==> src/hdl/nnis_pkg.sv <==
// shared types and constants of the nearest neighbor image scaler
package nnis_pkg;

    localparam int SIDE_W      = 11;
    localparam int PIX_W       = 32;
    localparam int COORD_W     = 10;
    localparam int CFG_IDX_W   = 4;
    localparam int PROD_W      = 2 * SIDE_W;
    localparam int DIV_STEPS   = PROD_W;
    localparam int ADDR_MAX_W  = 20;
    localparam int QUEUE_DEPTH = 4;

    localparam logic [CFG_IDX_W-1:0] CFG_SRC_WIDTH  = CFG_IDX_W'(0);
    localparam logic [CFG_IDX_W-1:0] CFG_SRC_HEIGHT = CFG_IDX_W'(1);
    localparam logic [CFG_IDX_W-1:0] CFG_DST_WIDTH  = CFG_IDX_W'(2);
    localparam logic [CFG_IDX_W-1:0] CFG_DST_HEIGHT = CFG_IDX_W'(3);

    localparam logic FUNC_LOAD = 1'b0;
    localparam logic FUNC_EMIT = 1'b1;

    typedef logic [SIDE_W-1:0] t_side;

    // effective image sides, already clamped to the legal range
    typedef struct packed {
        t_side src_w;
        t_side src_h;
        t_side dst_w;
        t_side dst_h;
    } t_sides;

    typedef struct packed {
        logic             func;
        logic [PIX_W-1:0] src_pixel;
        logic             restart;
    } t_in_item;

    typedef struct packed {
        logic [PIX_W-1:0]   out_pixel;
        logic [COORD_W-1:0] out_x;
        logic [COORD_W-1:0] out_y;
        logic               frame_end;
    } t_out_item;

    // one queued command from the front to the back
    typedef struct packed {
        logic                  is_emit;
        logic [ADDR_MAX_W-1:0] load_addr;
        logic [PIX_W-1:0]      pixel;
        t_side                 x;
        t_side                 y;
        logic                  frame_end;
    } t_cmd;

endpackage

==> src/hdl/nnis_front.sv <==
// front end: takes input transactions, tracks load and emit positions, queues work
module nnis_front #(
    parameter int STORE_PIXELS = 65536
) (
    input  logic               i_clk,
    input  logic               i_rst_n,
    input  logic               i_in_valid,
    output logic               o_in_ready,
    input  nnis_pkg::t_in_item i_in_data,
    input  nnis_pkg::t_sides   i_sides,
    input  logic               i_q_full,
    output logic               o_push,
    output nnis_pkg::t_cmd     o_cmd
);

    localparam int LPW = $clog2(STORE_PIXELS + 1);

    logic [LPW-1:0]                r_lp, n_lp;
    nnis_pkg::t_side               r_col, n_col;
    nnis_pkg::t_side               r_row, n_row;

    logic                          w_accept;
    logic [nnis_pkg::PROD_W-1:0]   w_frame;
    logic [LPW-1:0]                w_lp_start;
    logic                          w_load_ok;
    logic                          w_frame_ok;
    nnis_pkg::t_side               w_col0, w_row0, w_x, w_y;
    logic                          w_last_col, w_last_row;

    assign o_in_ready = !i_q_full;
    assign w_accept   = i_in_valid && o_in_ready;

    assign w_frame    = i_sides.src_w * i_sides.src_h;
    assign w_lp_start = i_in_data.restart ? '0 : r_lp;
    assign w_load_ok  = (32'(w_lp_start) < 32'(w_frame)) &&
                        (32'(w_lp_start) < 32'(STORE_PIXELS));
    // emits are answered only once a whole frame that fits is in the store
    assign w_frame_ok = (32'(w_frame) <= 32'(STORE_PIXELS)) &&
                        (32'(r_lp) >= 32'(w_frame));

    assign w_col0 = i_in_data.restart ? '0 : r_col;
    assign w_row0 = i_in_data.restart ? '0 : r_row;

    // a position left outside the frame by a size change falls back to the origin
    always_comb begin
        if (w_col0 >= i_sides.dst_w || w_row0 >= i_sides.dst_h) begin
            w_x = '0;
            w_y = '0;
        end else begin
            w_x = w_col0;
            w_y = w_row0;
        end
    end

    assign w_last_col = (w_x == i_sides.dst_w - nnis_pkg::SIDE_W'(1));
    assign w_last_row = (w_y == i_sides.dst_h - nnis_pkg::SIDE_W'(1));

    always_comb begin
        n_lp  = r_lp;
        n_col = r_col;
        n_row = r_row;
        if (w_accept) begin
            if (i_in_data.func == nnis_pkg::FUNC_LOAD) begin
                n_lp = w_load_ok ? LPW'(w_lp_start + 1'b1) : w_lp_start;
            end else if (!w_frame_ok) begin
                n_col = w_col0;
                n_row = w_row0;
            end else if (!w_last_col) begin
                n_col = w_x + nnis_pkg::SIDE_W'(1);
                n_row = w_y;
            end else begin
                n_col = '0;
                n_row = w_last_row ? '0 : w_y + nnis_pkg::SIDE_W'(1);
            end
        end
    end

    always_ff @(posedge i_clk) begin
        if (!i_rst_n) begin
            r_lp  <= '0;
            r_col <= '0;
            r_row <= '0;
        end else begin
            r_lp  <= n_lp;
            r_col <= n_col;
            r_row <= n_row;
        end
    end

    assign o_push = w_accept && ((i_in_data.func == nnis_pkg::FUNC_LOAD) ? w_load_ok
                                                                         : w_frame_ok);

    assign o_cmd.is_emit   = (i_in_data.func == nnis_pkg::FUNC_EMIT);
    assign o_cmd.load_addr = nnis_pkg::ADDR_MAX_W'(w_lp_start);
    assign o_cmd.pixel     = i_in_data.src_pixel;
    assign o_cmd.x         = w_x;
    assign o_cmd.y         = w_y;
    assign o_cmd.frame_end = w_last_col && w_last_row;

endmodule

==> config.mk <==
export PLATFORM = sky130hd
export DESIGN_NAME = nnis_front
export DESIGN_NICKNAME = d
export VERILOG_FILES = /design/src/hdl/nnis_pkg.sv /design/src/hdl/nnis_front.sv
export SDC_FILE = /design/constraint.sdc
export NUM_CORES = 1
export LEC_CHECK = 0
export BUFFER_PORTS_ARGS = -buffer_cell sky130_fd_sc_hd__buf_2
export CAP_MARGIN = 20
export CORE_ASPECT_RATIO = 2
export CORE_MARGIN = 4
export CORE_UTILIZATION = 54
export DETAILED_ROUTE_END_ITERATION = 10
export PLACE_DENSITY_LB_ADDON = 0.3
export SLEW_MARGIN = 10
export SYNTH_ARGS = -nofsm -noshare
export SYNTH_HDL_FRONTEND = slang
export SYNTH_SLANG_ARGS = --single-unit
==> constraint.sdc <==
create_clock -name i_clk -period 7 [get_ports i_clk]
set_input_delay 0.7 -clock i_clk [delete_from_list [all_inputs] [get_ports i_clk]]
set_output_delay 0.7 -clock i_clk [all_outputs]
set_load 0.01 [all_outputs]
## After elaboration in Yosys (flattened, before gate mapping)

Cells that the tools add are included.
W data, S select, Z words.

| word-level totals | value |
|---|---|
| memories | 0 |
| bits in writable memories | 0 |
| latch bits | 0 |
| bits in read-only memories | 0 |
| register bits after elaboration | 39 |
| input port bits | 82 |
| output and inout port bits | 78 |

| cells by class | value |
|---|---|
| $add $sub $neg | 5 |
| $mul | 1 |
| equality and inequality tests | 2 |
| bitwise logic cells | 1 |
| multiplexer cells | 12 |
| reduce and logical (&&, ||, !) cells | 9 |
| magnitude comparators | 6 |
| shift operators | 0 |
| divide/modulo/power cells | 0 |

Operator list:

| operator | count |
|---|---|
| $mux W11 | 9 |
| $mux W17 | 2 |
| $add A11 B1 Y11 const B | 2 |
| $eq A11 B11 Y1 | 2 |
| $ge A11 B11 Y1 | 2 |
| $ge A17 B22 Y1 | 1 |
| $le A22 B17 Y1 const B | 1 |
| $lt A17 B22 Y1 | 1 |
| $mul A11 B11 Y22 | 1 |
| $sub A11 B1 Y11 const B | 2 |
| $add A17 B1 Y17 const B | 1 |
| $lt A17 B17 Y1 const B | 1 |
| $logic_and A1 B1 Y1 | 5 |
| $reduce_and A2 Y1 | 2 |
| $logic_not A1 Y1 | 1 |
| $logic_or A1 B1 Y1 | 1 |
| $mux W1 | 1 |
| $not A1 Y1 | 1 |

## Longest topological paths before layout

Gate-level depths: netlist of run 1.

| logic depth | value |
|---|---|
| word-level depth | 8 |
| mapped depth | 31 |
| gate-level depth less buffers | 28 |

## Worst setup path before layout of run 1

No wires, ideal clock.

| path | value |
|---|---|
| path kind | input port to output port |
| from | input i_sides[26] in the netlist's numbering |
| to | output o_push |
| arrival time | 6.686 ns |
| required time | 6.300 ns |
| slack | -0.386 ns |
| stages | 24 |
| path buffers | 1 |
| cell sequence | clkbuf_1 nand2_1 fa_1 fa_1 fa_1 fa_1 fa_1 inv_1 ha_1 and3_1 a221oi_2 nor2_1 o21a_1 nor2_1 xor2_1 ha_1 nand4_1 nor2_1 a22oi_1 o21ai_0 maj3_1 a2111o_1 nand4_1 o21ai_0 |

| between the ends | value |
|---|---|
| longest elaborated chain between the ends | 5 |

RTL lines:

| element | RTL line | RTL |
|---|---|---|
| start: declaration | nnis_front.sv:10 | `input nnis_pkg::t_sides i_sides,` |
| $mul A11 B11 Y22 (*) | nnis_front.sv:33 | `assign w_frame = i_sides.src_w * i_sides.src_h;` |
| $lt A17 B22 Y1, or another cell as far along | nnis_front.sv:35 | `assign w_load_ok = (32'(w_lp_start) < 32'(w_frame)) &&` |
| $logic_and A1 B1 Y1 (on tied branches) | nnis_front.sv:35, nnis_front.sv:38 |  |
| $mux W1 (*) | nnis_front.sv:90 | `assign o_push = w_accept && ((i_in_data.func == nnis_pkg::FUNC_LOAD) ? w_load_ok` |
| $logic_and A1 B1 Y1 (*) | nnis_front.sv:90 |  |
| end: declaration | nnis_front.sv:12 | `output logic o_push,` |

Every way passes the cells marked *; elsewhere a longest branch is shown, timed or not.

## Worst setup path after layout of run 1

| path | value |
|---|---|
| from | input i_sides[35] in the netlist's numbering |
| to | output o_push |

Same word-level chain as after synthesis.

==> results of run 1 <==
[sequential cells by signal (all words and copies together) (netlist names)]
| signal | count |
|---|---|
| r_lp | 17 |
| r_row | 11 |
| r_col | 11 |
[how the worst max path moves through the flow]
stage	startpoint	to	slack [ps]	cells past startpoint
floorplan	i_sides[26]	o_push	-30	26
global placement	i_sides[37]	o_push	-360	25
detailed placement	i_sides[37]	o_push	-480	25
CTS	i_sides[36]	o_push	-160	28
global route	i_sides[33]	o_push	-360	27
finish	i_sides[35]	o_push	-170	29
[kinds of logic after synthesis]
group	Yosys count	share of synthesized area
mux	15	0.01650
buf+inv	244	0.1139
other cells	1	0.0004021
compound gates	217	0.1560
xor+xnor	46	0.04615
fa+ha+maj	199	0.3311
flops	39	0.08371
simple gates	460	0.2522
[power groups by stage]
stage / combinational, mW / sequential, mW / clock (mW)
finish: 4.04 / 0.224 / 0.251
global route: 4.43 / 0.224 / 0.257
CTS: 3.88 / 0.224 / 0.252
detailed placement: 3.27 / 0.229 / 0
global placement: 3.22 / 0.229 / 0
floorplan: 1.90 / 0.229 / 0
[through the flow]
| step | total power [mW] | setup slack, ps |
|---|---|---|
| CTS | 4.352 | -162.2 |
| finish | 4.510 | -174.3 |
| floorplan | 2.134 | -34.82 |
| global route | 4.906 | -362.0 |
| global placement | 3.446 | -361.8 |
| detailed placement | 3.503 | -482.3 |
[worst register-to-register path, cell delays in order, from the launching register on]
cell and delay (ps):
dfxtp_1 310, inv_1 60, nor2_1 390, ha_1 340, a21o_1 190, a211o_1 290, a41oi_1 470, o21ba_2 450
nand2_1 220, buf_4 360, nor2_1 230, ha_1 250, and3_1 220, nand4_1 200, nor3_1 270, o21ai_0 130
a21oi_1 160, a31oi_1 100
[area by class of cell]
class,count,area (um2),area share
clock buffers,7,152.6,0.01356
clock inverters,1,7.507,0.0006670
inverters,154,580.6,0.05158
multi-input cells,940,7859,0.6983
flip-flops and latches,39,780.7,0.06937
well taps,207,259.0,0.02301
repair buffers,212,1615,0.1435
[cells in the mapped netlist, types with 34 or more instances]
master / instances
clkbuf_1: 46
nand2_1: 146
a21oi_1: 46
nor2_1: 65
and2_1: 49
o21ai_0: 46
fa_1: 80
nand3_1: 35
inv_1: 153
nor3_1: 34
dfxtp_1: 39
buf_4: 38
ha_1: 118
[layout by cell type (no fill, tap or decap), drive strengths merged, types with 6 or more instances in the layout]
cell type,netlist,routed
nor3,34,34
o21ai,46,46
xor2,11,11
nand2b,7,7
and4,9,9
a211oi,17,17
ha,118,118
a21o,16,16
o22ai,12,12
nand3,35,35
or3,8,8
o21a,11,11
a31o,6,6
buf,44,210
or4,6,6
clkbuf,46,7
and2,49,49
nor3b,6,6
inv,153,153
dfxtp,39,39
xnor2,33,33
a21oi,46,46
mux2i,12,12
nor2b,25,25
nor4,14,14
nor2,66,66
fa,80,80
a31oi,10,10
nand2,146,146
nand4,22,22
and3,18,18
[routing by layer]
metal	up-vias	routed length, um	GRT usage
li1	4411	-	-
met1	4586	9205	0.2787
met2	377	16860	0.5913
met3	145	1092	0.02809
met4	0	2503	0.2313
met5	-	0	0
[what timing repair did]
action / CTS / global route
setup buffers: 10 / 2
gates resized for setup: 110 / 15
setup endpoints to repair: 13 / 22
cloned: 3 / 0
pin swaps: 66 / 17
==> metrics.md, run 1 <==
| Metric | Value |
|---|---|
| Run status | complete, but fails checks |
| Failing checks | negative setup slack |
| Placed cells | 1,537 |
| Combinational share of power | 0.895 |
| Initial antenna violation count | 0 |
| Fin Clk Skew | 4.100 ps |
| Initial drt markers | 379 |
| Ys async rst share | 0 |
| Die height | 193.9 um |
| Reg2reg setup slack | 2230 ps |
| # fillers | 1,421 |
| DRC errors left | 0 |
| Reg clk slew, reported paths | 60 ps |
| Critical path type | in -> out |
| Post-route setup slack | -174.3 ps |
| Post-Route Utilization | 0.6679 |
| Gpl congestion | 0.9474 |
| Via density | 6.102 |
| Area post-placement | 10,400 um2 |
| CTS root buf | clkbuf_16 |
| Crit path max-delay cell type | fa_1 |
| Synth Instances | 1,221 |
| First-pass GRT wire length | 47.87 mm |
| Main synth FF type | dfxtp_1 |
| Hold WC Path Type | reg -> reg |
| Dpl hpwl | 24.42 mm |
| Post-layout min period | 7174 ps |
| Hold_ws | 466.2 ps |
| P_int | 2.396 mW |
| Cts bufs inserted | 5 |
| Port Buffers | 92 |
| DR pass1 iterations | 5 |
| Clock network fraction of design power | 0.056 |
| Maximum vdd drop | 0.0004244 V |
| Post-synth EDFFs | 0 |
| Worst path top cell family by delay | adder cells |
| Final Max Tran Viols | 0 |
| Net switching power figure | 2.115 mW |
| Aggregate routed wire length | 29.66 mm |
| Synth top area cells | fa_1, ha_1, dfxtp_1 |
| Flops & latches, synth | 39 |
| Die Wd | 100.9 um |
| Worst setup EP type | output pin |
| Final period utilization | 1.025 |
| CP dominant cell by count | inv_2 |
| Sequential share of power | 0.050 |
| LEAKAGE | 5.451 nW |
| Register area share after synthesis | 0.08371 |
| Hold path cells | 2 |
| Final hold vios | 0 |
| GRT overflow | 0 |
| Synth warn | 0 |
| Share of the synthesized area in the top cell type | 0.1717 |
| Starting density of the core | 0.5535 |
| Post-synth top area cell | fa_1 |
| Worst path max stage delay | 510 ps |
| Hold buffers post-CTS | 0 |
| CTS tree | built |
| Worst Tran Pin Value | 930.8 ps |
| Slew HR | 0.3772 |
| IO Count | 160 |
| Antenna-violating nets left | 0 |
| Arrival @ worst endpoint | 6470 ps |
| Post-layout instance count excluding filler cells | 1,560 |
| Clock Path Buffers | 2 |
| Hold_sp | r_col[10]$_SDFFE_PN0P_ |
| RSZ-0062 raised after global routing | yes |
| Fin area | 11,250 um2 |
| Core footprint | 16,850 um2 |
| Setup TNS | -174.3 ps |
| Critical path buffers and inverters | 8 |
| Startpoint Class | input port |
| Number of max-cap violations | 0 |
| WP data required | 6300 ps |
| Syn avg cell area | 7.638 um2 |
| Vias in the first global route | 9,897 |
| Distinct cell type count after synthesis | 80 |
| Largest net degree at the start of global routing | 35 |
| Cell depth of the worst flop-to-flop path | 17 |
| Layout cells sized above 1 | 0.2276 |
| Core Rows | 67 |
| Setup violations, final | 1 |
| Clock Latency Late Sink | 290 ps |
| Worst hold endpoint | r_col[10]$_SDFFE_PN0P_ |
| ANT cells | 0 |
| Overall routing resource usage | 0.3065 |
| Net Sw Frac | 0.4689 |
| Via count | 9,519 |
| Worst reg2reg path startpoint | r_row[4]$_SDFFE_PN0P_ |
| Critical path fanouts, max | 8 |
| Reg2reg end | r_row[10]$_SDFFE_PN0P_ |
| Layout net count | 1,632 |
| Avg WL per Cell | 19.01 um |
| Area growth syn-to-layout | 20.67% |
| CTS HTree Levels | 2 |
| Mapped cell area | 9326 um2 |
| PD cells | 400.8 nW/um2 |
| Clock sink total | 39 |
| Die area | 19,560 um2 |
| FMAX | 139.4 MHz |
Note: power is estimated with default switching activity, not from simulation.
==> inputs of run 2 (changes only) <==
Settings changed: REMOVE_ABC_BUFFERS from default to 1.
==> run 2 against run 1 <==
  * Cell count fell by 0.13%
  * Clock power barely moved
  * Clock-buffer cell count did not move
  * Critical path depth fell by 1
  * The run still ends with negative setup slack left
  * Critical path type unchanged
  * Combinational power rose by 2%
  * Largest power group unchanged
  * Highest routed layer unchanged
  * Sequential cell count did not move
  * Via count rose by 1.3%
==> metrics.md, run 2 (synthesized netlist as in run 1, its figures left out) <==
| Metric | Value |
|---|---|
| Initial drt markers | 414 (+9.2%) |
| Worst Tran Pin Value | 909.2 ps (-21.59 ps) |
| Maximum vdd drop | 0.0003745 V (-12%) |
| Worst path max stage delay | 570 ps (+60 ps) |
| First-pass GRT wire length | 48.04 mm (+0.37%) |
| Overall routing resource usage | 0.3081 (+0.001584) |
| Core footprint | 16,850 um2 (unchanged) |
| IO Count | 160 (unchanged) |
| Place WS | -655.1 ps (-172.7 ps) |
| Most common cell after layout, fill and taps aside | inv_1 |
| Hold WC Path Type | reg -> reg |
| ANT cells | 0 (unchanged) |
| Post-route setup slack | -187.6 ps (-13.30 ps) |
| Critical path type | in -> out |
| PD cells | 409.8 nW/um2 (+2.3%) |
| Cts bufs inserted | 5 (unchanged) |
| Port Buffers | 92 (unchanged) |
| Clock sink total | 39 (unchanged) |
| Clock Path Buffers | 2 (unchanged) |
| Overall Power | 4.589 mW (+1.7%) |
| Initial antenna violation count | 0 (unchanged) |
| Startpoint Class | input port |
| Worst setup EP type | output pin |
| Layout cells sized above 1 | 0.2309 (+0.003298) |
| Layout net count | 1,630 (-0.12%) |
| Max FFs per register | 17 (unchanged) |
| Die height | 193.9 um (unchanged) |
| Met3 GRT Util | 0.05041 (+0.02233) |
| Run status | complete, but fails checks |
| Setup TNS | -226.7 ps (-52.49 ps) |
| Area growth syn-to-layout | 20.07% |
| Commonest non-fill, non-tap cells in the layout | inv_1, nand2_1, buf_4 |
| Core Rows | 67 (unchanged) |
| GRT overflow | 0 (unchanged) |
| Largest net degree at the start of global routing | 31 (-11%) |
| Vias in the first global route | 9,900 (+0.030%) |
| RSZ-0062 raised after global routing | yes |
| CTS root buf | clkbuf_16 |
| Failing checks | negative setup slack |
| Fin Clk Skew | 7.066 ps (+2.967 ps) |
| Setup violations, final | 2 (+1) |
| Aggregate routed wire length | 30.62 mm (+3.2%) |
| Biggest register | r_lp |
| Die Wd | 100.9 um (unchanged) |
| DR pass1 iterations | 5 (unchanged) |
| Largest regs | r_lp (17), r_col (11), r_row (11) |
| Arrival @ worst endpoint | 6490 ps (+20 ps) |
| Area post-placement | 10,330 um2 (-0.59%) |
| Final period utilization | 1.027 (+0.001900) |
| M2 GR Usage | 0.5784 (-0.01296) |
| Fin area | 11,200 um2 (-0.50%) |
| Avg WL per Cell | 19.66 um (+3.4%) |
| Die area | 19,560 um2 (unchanged) |
| LEAKAGE | 5.390 nW (-1.1%) |
| Critical path buffers and inverters | 6 (-2) |
| # fillers | 1,399 (-1.5%) |
| DRC errors left | 0 (unchanged) |
| Crit path max-delay cell type | fa_1 |
| Via density | 6.187 (+1.4%) |
| FMAX | 139.1 MHz (-0.19%) |
| Slew HR | 0.3916 (+0.01445) |
| Final Max Tran Viols | 0 (unchanged) |
| Critical path fanouts, max | 8 (unchanged) |
| Number of max-cap violations | 0 (unchanged) |
| CTS HTree Levels | 2 (unchanged) |
| CTS tree | built |
| Antenna-violating nets left | 0 (unchanged) |
| Global route hottest layer | met2 |
| Final hold vios | 0 (unchanged) |
| Dpl hpwl | 24.55 mm (+0.54%) |
| Gpl congestion | 0.9298 (-1.9%) |
| Met1 Use GR | 0.2924 (+0.01373) |
| Clock Latency Late Sink | 290 ps (about the same) |
| Via count | 9,639 (+1.3%) |
| Starting density of the core | 0.5535 (unchanged) |
| Worst path top cell family by delay | adder cells |
| Hold buffers post-CTS | 0 (unchanged) |
| Post-layout min period | 7188 ps (+13.30 ps) |
| WP data required | 6300 ps (about the same) |
| CP dominant cell by count | nor2_1 |
| Reg clk slew, reported paths | 60 ps (about the same) |
## run 2: cell count changes in the layout (fill, tap and decap cells not counted), moves of 3 or more
cell | before | now
ha_4 | 14 | 17
o21ai_0 | 42 | 39
inv_1 | 140 | 144
buf_12 | 6 | 3
ha_1 | 103 | 99
inv_2 | 12 | 9
## run 2: power breakdown
group          switching (mW)  internal, mW
Clock                  0.0975         0.152
Combinational            2.09          2.02
Sequential            0.00120         0.223
Total                    2.19          2.40
## run 2: through the flow
step,util,hold slack (ps),instances
final,0.6646,477.5,1558
after global routing,0.6646,501.1,1558
after CTS,0.6530,479.9,1553
after detailed placement,0.6134,459.1,1534
after global placement,0.6134,459.8,1534
after floorplan,-,440.5,1133
## run 2: cell type report
cell class	instances	area [um2]	share of cell area
timing repair buffer	210	1501	0.1341
inverter	154	578.1	0.05162
clock buffer	7	152.6	0.01363
clock inverter	1	7.507	0.0006704
tap	207	259.0	0.02313
sequential	39	780.7	0.06972
multi-input combinational	940	7919	0.7072
## run 2: worst reg2reg max path, stage by stage (launching register included)
cell,delay (ps)
dfxtp_1,310
inv_1,50
nor2_1,390
ha_1,340
a21o_1,190
a211o_1,300
a41oi_1,460
o21ba_2,430
nand2_1,220
buf_4,350
nor2_1,240
ha_1,260
and3_1,220
nand4_1,170
nor3_1,320
o21ai_0,120
a21oi_1,160
a31oi_1,100
## run 2: what timing repair did
| action | in CTS | in global routing |
|---|---|---|
| resized for setup | 86 | 45 |
| buffers inserted | 11 | 6 |
| cloned | 0 | 0 |
| pin swaps | 60 | 20 |
| setup endpoints to repair | 22 | 23 |
## run 2: worst paths after layout
| path | end | from | slack [ps] | depth (start not counted) |
|---|---|---|---|---|
| setup reg to reg | r_row[10]$_SDFFE_PN0P_ | r_row[4]$_SDFFE_PN0P_ | 2270 | 17 |
| setup / recovery | o_push | i_sides[36] | -190 | 28 |
| hold reg to reg | r_col[10]$_SDFFE_PN0P_ | r_col[10]$_SDFFE_PN0P_ | 480 | 2 |
| hold / removal | r_col[10]$_SDFFE_PN0P_ | r_col[10]$_SDFFE_PN0P_ | 480 | 2 |
## run 2: metal layers
layer | up-vias | routed length [um]
li1 | 4407 | -
met1 | 4634 | 9799
met2 | 430 | 16790
met3 | 168 | 1664
met4 | 0 | 2375
met5 | - | 0
==> inputs of run 3 (changes only) <==
--- a/config.mk
+++ b/config.mk
@@ -10,5 +10,5 @@
 export CORE_ASPECT_RATIO = 2
 export CORE_MARGIN = 4
-export CORE_UTILIZATION = 54
+export CORE_UTILIZATION = 30
 export DETAILED_ROUTE_END_ITERATION = 10
 export PLACE_DENSITY_LB_ADDON = 0.3
==> constraint.sdc (replaced) <==
create_clock -name i_clk -period 7 [get_ports i_clk]
set_input_delay 0.7 -clock i_clk [delete_from_list [all_inputs] [get_ports i_clk]]
set_output_delay 0.7 -clock i_clk [all_outputs]
set_load 0.1 [all_outputs]
==> run 3 against run 2 <==
  * Sequential cell count stayed put
  * Clock skew hardly changed
  * Largest cell class unchanged
  * Hold slack hardly changed
  * Fmax is 0.91% lower
  * Worst setup slack worse by 66 ps
  * Highest routed layer unchanged
  * The run still ends with negative setup slack left
  * Combinational power is 3% higher
==> metrics.md, run 3 (synthesized netlist as in run 1, its figures left out) <==
| Metric | Value |
|---|---|
| Run status | complete, but fails checks |
| Failing checks | negative setup slack |
| Biggest register | r_lp |
| Commonest non-fill, non-tap cells in the layout | inv_1, buf_4, nand2_1 |
| P_int | 2.605 mW (+8.6%) |
| Layout net count | 1,658 (+1.7%) |
| Most common cell after layout, fill and taps aside | inv_1 |
| First-pass GRT wire length | 49.11 mm (+2.2%) |
| Aggregate routed wire length | 30.61 mm (about the same) |
| CP dominant cell by count | fa_1 |
| Gpl congestion | 0.8815 (-5.2%) |
| Avg WL per Cell | 17.48 um (-11%) |
| Port Buffers | 92 (unchanged) |
| DR pass1 iterations | 5 (unchanged) |
| Hold WC Path Type | reg -> reg |
| Clock sink total | 39 (unchanged) |
| Met1 Use GR | 0.1588 (-0.1336) |
| M2 GR Usage | 0.3611 (-0.2172) |
| IO Count | 160 (unchanged) |
| Final hold vios | 0 (unchanged) |
| Arrival @ worst endpoint | 6550 ps (+60 ps) |
| Post-route setup slack | -253.6 ps (-66.02 ps) |
| Largest net degree at the start of global routing | 26 (-16%) |
| Worst setup EP type | output pin |
| Critical path fanouts, max | 5 (-3) |
| Hold_ws | 477.7 ps (+0.1620 ps) |
| PD cells | 409.5 nW/um2 (about the same) |
| WP data required | 6300 ps (about the same) |
| Global route hottest layer | met2 |
| Die Wd | 132.7 um (+31%) |
| Largest regs | r_lp (17), r_col (11), r_row (11) |
| CTS tree | built |
| CTS HTree Levels | 2 (unchanged) |
| Initial antenna violation count | 0 (unchanged) |
| Via density | 5.277 (-15%) |
| Final Max Tran Viols | 0 (unchanged) |
| Area growth syn-to-layout | 23.52% |
| Final period utilization | 1.036 (+0.009431) |
| Via count | 9,240 (-4.1%) |
| Clock Latency Late Sink | 290 ps (about the same) |
| Core footprint | 30,740 um2 (+82%) |
| FMAX | 137.9 MHz (-0.91%) |
| GRT overflow | 0 (unchanged) |
| Worst path top cell family by delay | adder cells |
| Met3 GRT Util | 0.02563 (-0.02479) |
| Die area | 34,140 um2 (+75%) |
| Net Sw Frac | 0.4478 (-0.02971) |
| Hold buffers post-CTS | 0 (unchanged) |
| Overall Power | 4.718 mW (+2.8%) |
| Net switching power figure | 2.113 mW (-3.6%) |
| Startpoint Class | input port |
| Max FFs per register | 17 (unchanged) |
| Starting density of the core | 0.3034 (-0.2501) |
| DRC errors left | 0 (unchanged) |
| Dpl hpwl | 26.12 mm (+6.4%) |
| LEAKAGE | 5.524 nW (+2.5%) |
| Clock network fraction of design power | 0.049 (-0.005) |
| Vias in the first global route | 9,888 (-0.12%) |
| Place WS | -675.5 ps (-20.45 ps) |
| Maximum vdd drop | 0.0003406 V (-9.1%) |
| ANT cells | 0 (unchanged) |
| Critical path buffers and inverters | 11 (+5) |
| Number of max-cap violations | 0 (unchanged) |
| Post-layout min period | 7254 ps (+66.02 ps) |
| RSZ-0062 raised after global routing | yes |
| Clock Path Buffers | 2 (unchanged) |
| CTS root buf | clkbuf_16 |
| Combinational share of power | 0.903 (+0.006) |
| Critical path type | in -> out |
| Crit path max-delay cell type | fa_1 |
| Worst Tran Pin Value | 898.6 ps (-10.57 ps) |
| Reg clk slew, reported paths | 60 ps (about the same) |
| Die height | 257.4 um (+33%) |
| Setup violations, final | 5 (+3) |
| Worst path max stage delay | 580 ps (about the same) |
| Sequential share of power | 0.048 (about the same) |
| Layout cells sized above 1 | 0.2371 (+0.006188) |
| Core Rows | 91 (+36%) |
| Antenna-violating nets left | 0 (unchanged) |
| Overall routing resource usage | 0.1770 (-0.1311) |
| Initial drt markers | 350 (-15%) |
| Slew HR | 0.3996 (+0.007993) |
| Fin Clk Skew | 6.587 ps (-0.4792 ps) |
| Cts bufs inserted | 5 (unchanged) |
[run 3: area by class of cell]
class / instances / area [um2]
fillers: 3265 / 19220
flip-flops and latches: 39 / 780.7
clock inverters: 2 / 12.51
clock buffers: 6 / 128.9
multi-input cells: 940 / 7844
repair buffers: 238 / 1710
well taps: 372 / 465.4
inverters: 154 / 578.1
[run 3: final timing paths]
kind	end	cells after the start	slack, ps	startpoint
max	o_push	28	-250	i_sides[36]
min	r_col[10]$_SDFFE_PN0P_	2	480	r_col[10]$_SDFFE_PN0P_
max reg2reg	r_col[10]$_SDFFE_PN0P_	16	1920	r_row[4]$_SDFFE_PN0P_
min reg2reg	r_col[10]$_SDFFE_PN0P_	2	480	r_col[10]$_SDFFE_PN0P_
[run 3: worst register-to-register path, stage by stage (launching register included)]
cell,delay (ps)
dfxtp_1,300
inv_1,50
nor2_1,420
ha_1,350
a21o_1,180
a211o_1,280
a41oi_1,470
o21ba_2,420
nand2_1,440
nor3_1,370
ha_1,280
nand4_1,160
nor3_1,230
and3_1,260
nand3_1,150
or3_4,430
a211oi_2,210
[run 3: routing by layer]
| metal | wire length [um] | share of wire | up-vias |
|---|---|---|---|
| met5 | 0 | 0 | - |
| met4 | 1880 | 0.061 | 0 |
| met3 | 1325 | 0.043 | 94 |
| met2 | 17220 | 0.56 | 275 |
| met1 | 10180 | 0.33 | 4413 |
| li1 | - | - | 4458 |
[run 3: timing repair]
action | CTS | global route
setup buffers | 25 | 4
hold endpoints to repair | 0 | 0
pin swaps | 52 | 14
gates resized for setup | 84 | 18
endpoints found under the setup margin | 21 | 15
[run 3: stage by stage]
step | TNS (ps) | util | instance area (um2) | instances
after CTS | -165.4 | 0.3706 | 11390 | 1747
after global placement | -7051 | 0.3484 | 10710 | 1716
after global routing | -3175 | 0.3747 | 11520 | 1751
after floorplan | -1428 | - | 8850 | 1133
final | -565.6 | 0.3747 | 11520 | 1751
after detailed placement | -9515 | 0.3484 | 10710 | 1716
[run 3: power by group through the flow]
stage	Combinational [mW]	Sequential (mW)	Clock (mW)
floorplan	1.83	0.229	0
global placement	3.31	0.229	0
detailed placement	3.36	0.229	0
CTS	4.06	0.224	0.242
global route	4.72	0.224	0.249
finish	4.26	0.224	0.232
